<file path="config.mk">
export PLATFORM = sky130hd
export DESIGN_NAME = heq_ctrl
export DESIGN_NICKNAME = d
export VERILOG_FILES = /design/src/rtl/core/histogram_equalizer_defines.svh /design/src/rtl/core/heq_pkg.sv /design/src/rtl/core/heq_ctrl.sv
export SDC_FILE = /design/constraint.sdc
export NUM_CORES = 1
export LEC_CHECK = 0
export BUFFER_PORTS_ARGS = -buffer_cell sky130_fd_sc_hd__buf_2
export CAP_MARGIN = 10
export CORE_AREA = 8 8 45 47
export DETAILED_ROUTE_END_ITERATION = 8
export DIE_AREA = 0 0 53 55
export GPL_TIMING_DRIVEN = 0
export HOLD_SLACK_MARGIN = 0.08
export SLEW_MARGIN = 15
export SYNTH_ARGS = -nofsm -noshare
export SYNTH_HDL_FRONTEND = slang
export SYNTH_SLANG_ARGS = --single-unit
</file>
<file path="constraint.sdc">
create_clock -name clk_i -period 3.6 [get_ports clk_i]
set_input_delay 0 -clock clk_i [delete_from_list [all_inputs] [get_ports clk_i]]
set_output_delay 0 -clock clk_i [all_outputs]
set_load 0.005 [all_outputs]
</file>
<file path="src/rtl/core/histogram_equalizer_defines.svh">
// ----------------------------------------------------------------------------
// histogram_equalizer_defines.svh
// Assertion macros shared by the histogram equalizer RTL.
// ----------------------------------------------------------------------------
`ifndef HISTOGRAM_EQUALIZER_DEFINES_SVH
`define HISTOGRAM_EQUALIZER_DEFINES_SVH

`ifndef SYNTH
`define HEQ_ASSERT_NEXT(label, a, b) \
  label: assert property (@(posedge clk_i) disable iff (!rst_ni) (a) |=> (b)) \
    else $error("assertion failed");
`define HEQ_ASSERT_LAT2(label, a, b) \
  label: assert property (@(posedge clk_i) disable iff (!rst_ni) (a) |-> ##2 (b)) \
    else $error("assertion failed");
`else
`define HEQ_ASSERT_NEXT(label, a, b)
`define HEQ_ASSERT_LAT2(label, a, b)
`endif

`endif

</file>
<file path="src/rtl/core/heq_pkg.sv">
// ----------------------------------------------------------------------------
// heq_pkg
// Types and constants shared by the histogram equalizer modules.
// ----------------------------------------------------------------------------
package heq_pkg;

  localparam int unsigned LEVEL_W  = 8;
  localparam int unsigned APB_AW   = 3;
  localparam int unsigned APB_DW   = 32;
  // register select: paddr bit 2 picks the 32-bit word
  localparam logic        REG_MAX_LEVEL = 1'b0;
  localparam logic [LEVEL_W-1:0] MAX_LEVEL_RST = 8'hFF;

  typedef struct packed {
    logic capture;     // latch pixel and last mark
    logic item_rd;     // read bin of the latched pixel
    logic item_inc;    // write back bin + 1, bump total
    logic sweep_rd;    // read bin at sweep index
    logic sweep_clr;   // zero bin at sweep index
    logic acc;         // cumulative += bin
    logic mul;         // remainder = cum * max_level
    logic div_step;    // one quotient bit
    logic map_wr;      // store quotient in level map
    logic map_rd;      // read level map for latched pixel
    logic sweep_next;  // advance sweep index
    logic finish;      // clear total, cum, sweep index
  } cmd_t;

  typedef struct packed {
    logic last;
    logic sweep_end;
    logic div_end;
  } stat_t;

endpackage

</file>
<file path="src/rtl/core/heq_ctrl.sv">
// ----------------------------------------------------------------------------
// heq_ctrl
// Sequencer for count, map, table build and post-reset bin clear.
// ----------------------------------------------------------------------------
module heq_ctrl (
  input  logic           clk_i,
  input  logic           rst_ni,
  input  logic           start_i,
  input  logic           operation_i,
  input  heq_pkg::stat_t stat_i,
  output heq_pkg::cmd_t  cmd_o,
  output logic           busy_o,
  output logic           strobe_o
);
  import heq_pkg::*;

  typedef enum logic [3:0] {
    S_CLR, S_IDLE, S_C_RD, S_C_WR, S_M_RD, S_M_OUT,
    S_B_RD, S_B_ACC, S_B_MUL, S_B_DIV, S_B_WR
  } state_e;

  state_e state_q, state_d;

  always_comb begin
    cmd_o   = '0;
    state_d = state_q;
    case (state_q)
      S_CLR: begin
        cmd_o.sweep_clr = 1'b1;
        if (stat_i.sweep_end) begin
          cmd_o.finish = 1'b1;
          state_d      = S_IDLE;
        end else begin
          cmd_o.sweep_next = 1'b1;
        end
      end
      S_IDLE: begin
        if (start_i) begin
          cmd_o.capture = 1'b1;
          state_d       = operation_i ? S_M_RD : S_C_RD;
        end
      end
      S_C_RD: begin
        cmd_o.item_rd = 1'b1;
        state_d       = S_C_WR;
      end
      S_C_WR: begin
        cmd_o.item_inc = 1'b1;
        state_d        = stat_i.last ? S_B_RD : S_IDLE;
      end
      S_M_RD: begin
        cmd_o.map_rd = 1'b1;
        state_d      = S_M_OUT;
      end
      S_M_OUT: state_d = S_IDLE;
      S_B_RD: begin
        cmd_o.sweep_rd = 1'b1;
        state_d        = S_B_ACC;
      end
      S_B_ACC: begin
        cmd_o.acc       = 1'b1;
        cmd_o.sweep_clr = 1'b1;
        state_d         = S_B_MUL;
      end
      S_B_MUL: begin
        cmd_o.mul = 1'b1;
        state_d   = S_B_DIV;
      end
      S_B_DIV: begin
        cmd_o.div_step = 1'b1;
        if (stat_i.div_end) state_d = S_B_WR;
      end
      S_B_WR: begin
        cmd_o.map_wr = 1'b1;
        if (stat_i.sweep_end) begin
          cmd_o.finish = 1'b1;
          state_d      = S_IDLE;
        end else begin
          cmd_o.sweep_next = 1'b1;
          state_d          = S_B_RD;
        end
      end
      default: state_d = S_IDLE;
    endcase
  end

  always_ff @(posedge clk_i or negedge rst_ni) begin
    if (!rst_ni) begin
      state_q <= S_CLR;
    end else begin
      state_q <= state_d;
    end
  end

  assign busy_o   = (state_q != S_IDLE);
  assign strobe_o = (state_q == S_M_OUT);

endmodule

</file>
[Word-level counts from Yosys, hierarchy flattened]
Index checks and enable logic that the tools add are counted.
Word-level totals
  register bits: 4
  input port bits: 7
Cells by class
  equality and inequality tests: 14
  muxes and demuxes: 21
  reductions and logical operators: 4
Operators with widths (count)
  one-hot mux 4 bit (10 select lines): 1
  == test 4 x 3 -> 1 bit, second input constant: 4
  2-to-1 mux 1 bit: 13
  == test 4 bit, second input constant: 3
  2-to-1 mux 4 bit: 3
  2-to-1 mux 3 bit: 3
  == test 4 x 2 -> 1 bit, second input constant: 2
  inequality test 2 bit, second input constant: 3
  == test 4 x 1 -> 1 bit, second input constant: 1
  logical NOT 4 bit: 1
  inequality test 4 x 1 -> 1 bit, second input constant: 1
  OR reduction 2 bit: 2
  AND reduction 3 bit: 1
  2-to-1 mux 2 bit: 1

[Longest topological paths before layout]
  depth in word-level cells: 3
  mapped depth: 6
  gate-level depth less buffers: 4

[Worst setup path before layout]
OpenSTA, ideal clock, no wires.
  path kind: register -> register
  start point: register state_q[2]
  end point: register state_q[1]
  library setup time: 0.073 ns
  data arrival time: 1.123 ns
  data required time: 3.527 ns
  slack: 2.404 ns
  cell stages (with the launch flop): 5
  cells stage by stage: dfrtp_1 -> buf_6 -> nand2b_4 -> o32a_1 -> a21oi_2
Between the ends
  longest elaborated chain between the ends: 3
RTL lines
  start, declared: line heq_ctrl.sv:22  | state_e state_q, state_d;
  start signal, assigned: line heq_ctrl.sv:91  | state_q <= state_d;
  == test 4 bit (tied with other cells): line heq_ctrl.sv:27  | case (state_q)
  inequality test 2 bit (no source line)
  AND reduction 3 bit (no source line)
Parallel ways exist; a longest one is shown, timed or not.
A chain may end at the register's enable or synchronous reset.

==> results.toml <==
[route]
drc_errors = 0
first_iter_violations = 17
dr.pass1.iters = 4
ant_nets = 0
vias_per_cell = 5.31
drt-wirelength-per-cell_um = 12.7
wirelength_um = 1300
vias = 542

[power_and_ir_drop]
ir_worst_vdd_v = 0.000383
power.total_uw = 439
power_density_nw_per_um2 = 688
leakage_uw = 0.000307

[placed_design]
place_congestion = 0.815
dp_slack_ns = 2.32
dp_hpwl_um = 993
io_buffers = 20

[floorplanning]
core_um2 = 1380
start_util = 0.351
die_area_um2 = 2920
die_w_um = 53
die_h_um = 55
rows = 14
boundaryPins = 21

[timing]
worst_slack_ns = 2.10
tns_ns = 0
fin_crit_ns = 1.50
worstMarginPinSlew_ns = 0.291
fmax_mhz = 668
hold_ws_ns = 0.0950
hold_viol = 0
finClkSkew_ns = 0.00254
setup_viol = 0
drv_slew = 0
slew-limit-headroom = 0.806
fin_crit_sh = 0.416
rsz0062_at_grt = "no"

[global_route]
overflow = 0
grt_max_degree = 11
grt_pass1_vias = 516
antenna_found_initial = 0
grt_pass1_wl_um = 2170
grtUsageTotal = 0.0953

[worst_setup_path]
path_max_fanout = 10
cp.arrival_ns = 1.50
reg2reg_slack_ns = 2.30
critPathCaptureType = "output port"
cp-start-kind = "flip-flop"
crit_required_ns = 3.60
path_class = "flip-flop to output port"

[yosys]
async_flop_share = 1.00
synthFlopType = "dfrtp_1"
yosysSeqAreaShare = 0.206
synth_area_um2 = 485
synth_warnings = 0
avgSynthCellArea_um2 = 7.83
synth_cells = 62
ys_types = 32
syn_nets = 69
synth_seq_cells = 4
synth_edf_count = 0

[cells_and_area]
area_growth_pct = 31.4
post_route_cells_drive_above_1_share = 0.442
nets = 95
nFillCells = 145
top_register = "state_q"
n_antenna_cell = 0
largest_register_ffs = 4
top_regs = "state_q (4)"

[clock_tree]
cts_made_buffers = 3
cts_buffer_depth = 2
root_buffer = "clkbuf_4"
cts.sinks = 4
clkTransAtPathRegs_ns = 0.04
clkLatencyLatePin_ns = 0.24
cts.htree.levels = 1
cts_resized = 0
cts_tree = "done"

[outcome]
status = "completed"

[run]
cap_violations = 0

[hold_path]
hp-class = "primary input to asynchronous set/reset pin"
-- cell families after synthesis --
logic type             Yosys count  synth area share
AND/OR/NAND/NOR                 34             0.402
AO/OA/AOI/OAI                   14             0.263
buffers and inverters            9             0.111
flip-flops                       4             0.206
XOR/XNOR                         1            0.0180
-- layout make-up --
type                       instances  area (µm²)  share of cell area
buffer                             7        46.3              0.0725
inverter                           2        7.51              0.0118
timing repair buffer              21         110               0.173
tap                               16        20.0              0.0314
clock buffer                       3        22.5              0.0353
multi-input combinational         49         332               0.520
sequential                         4         100               0.157
-- layer usage --
layer	GRT usage	share of wire	up-vias	wire length, µm
met5	0	0	-	0
met1	0.121	0.46	248	601
met3	0.0374	0.10	0	129
li1	-	-	270	-
met4	0.0388	0	0	0
met2	0.141	0.44	24	565
-- stage by stage --
| stage | utilization | cells | area, µm² |
|---|---|---|---|
| after floorplan | - | 62 | 485 |
| after global routing | 0.461 | 102 | 638 |
| after detailed placement | 0.438 | 98 | 606 |
| after CTS | 0.461 | 102 | 638 |
| after global placement | 0.438 | 98 | 606 |
| final | 0.461 | 102 | 638 |
-- synth_stat cells (2+ instances only) --
master / instances / area share
nand2_1: 5 / 0.039
buf_4: 2 / 0.031
nor3_1: 6 / 0.062
nand3_1: 2 / 0.021
nand2b_1: 3 / 0.039
nor2_1: 7 / 0.054
nand2b_4: 2 / 0.057
buf_2: 4 / 0.041
a21oi_2: 2 / 0.036
dfrtp_1: 4 / 0.21
a21oi_1: 2 / 0.021
o22ai_1: 2 / 0.026
nor2b_1: 2 / 0.026
-- path summary, 6_finish.rpt --
| path | startpoint | to | depth (start not counted) |
|---|---|---|---|
| min in group clk_i | stat_i[1] | state_q[0] | 3 |
| worst min register to register | state_q[2] | state_q[3] | 2 |
| max in group asynchronous | rst_ni | state_q[3] | 2 |
| worst max register to register | state_q[2] | state_q[0] | 4 |
| worst max-delay path | state_q[3] | cmd_o[0] | 5 |
| worst min-delay path | rst_ni | state_q[1] | 2 |
-- power breakdown --
part	switching, µW	internal, µW
combinational	172	149
sequential	4.92	59.1
clock	17.6	37.2
-- what timing repair did --
action	4_1_cts	5_1_grt
setup buffers	0	0
hold buffers	1	0
hold endpoints to repair	4	0
-- layout by cell type, fill, tap and decap left out --
cell type and count:
nor2_1 7, o21a_1 1, nor4_1 1, nand2b_4 2, a21oi_2 2, o21ai_1 1
a21oi_1 2, nand2_1 5, a2bb2oi_2 1, nand3_1 2, buf_6 1, dlygate4sd3_1 1
clkbuf_4 3, nand3b_1 1, o221ai_1 1, nor2b_1 2, nor3_1 6, nor4b_1 1
buf_2 24, dfrtp_1 4, inv_1 1, o21bai_1 1, nand2b_2 1, or3_1 1
a221oi_4 1, o32a_1 1, a21boi_1 1, nand2b_1 3, nor3b_1 1, xor2_1 1
and3_1 1, buf_4 2, inv_2 1, o22ai_1 2
-- critical path: stages, from the launching register on --
cell	delay, ns
dfrtp_1	0.35
buf_4	0.16
buf_2	0.18
xor2_1	0.17
nor4b_1	0.24
buf_2	0.16
Note: power is estimated with default switching activity, not from simulation.
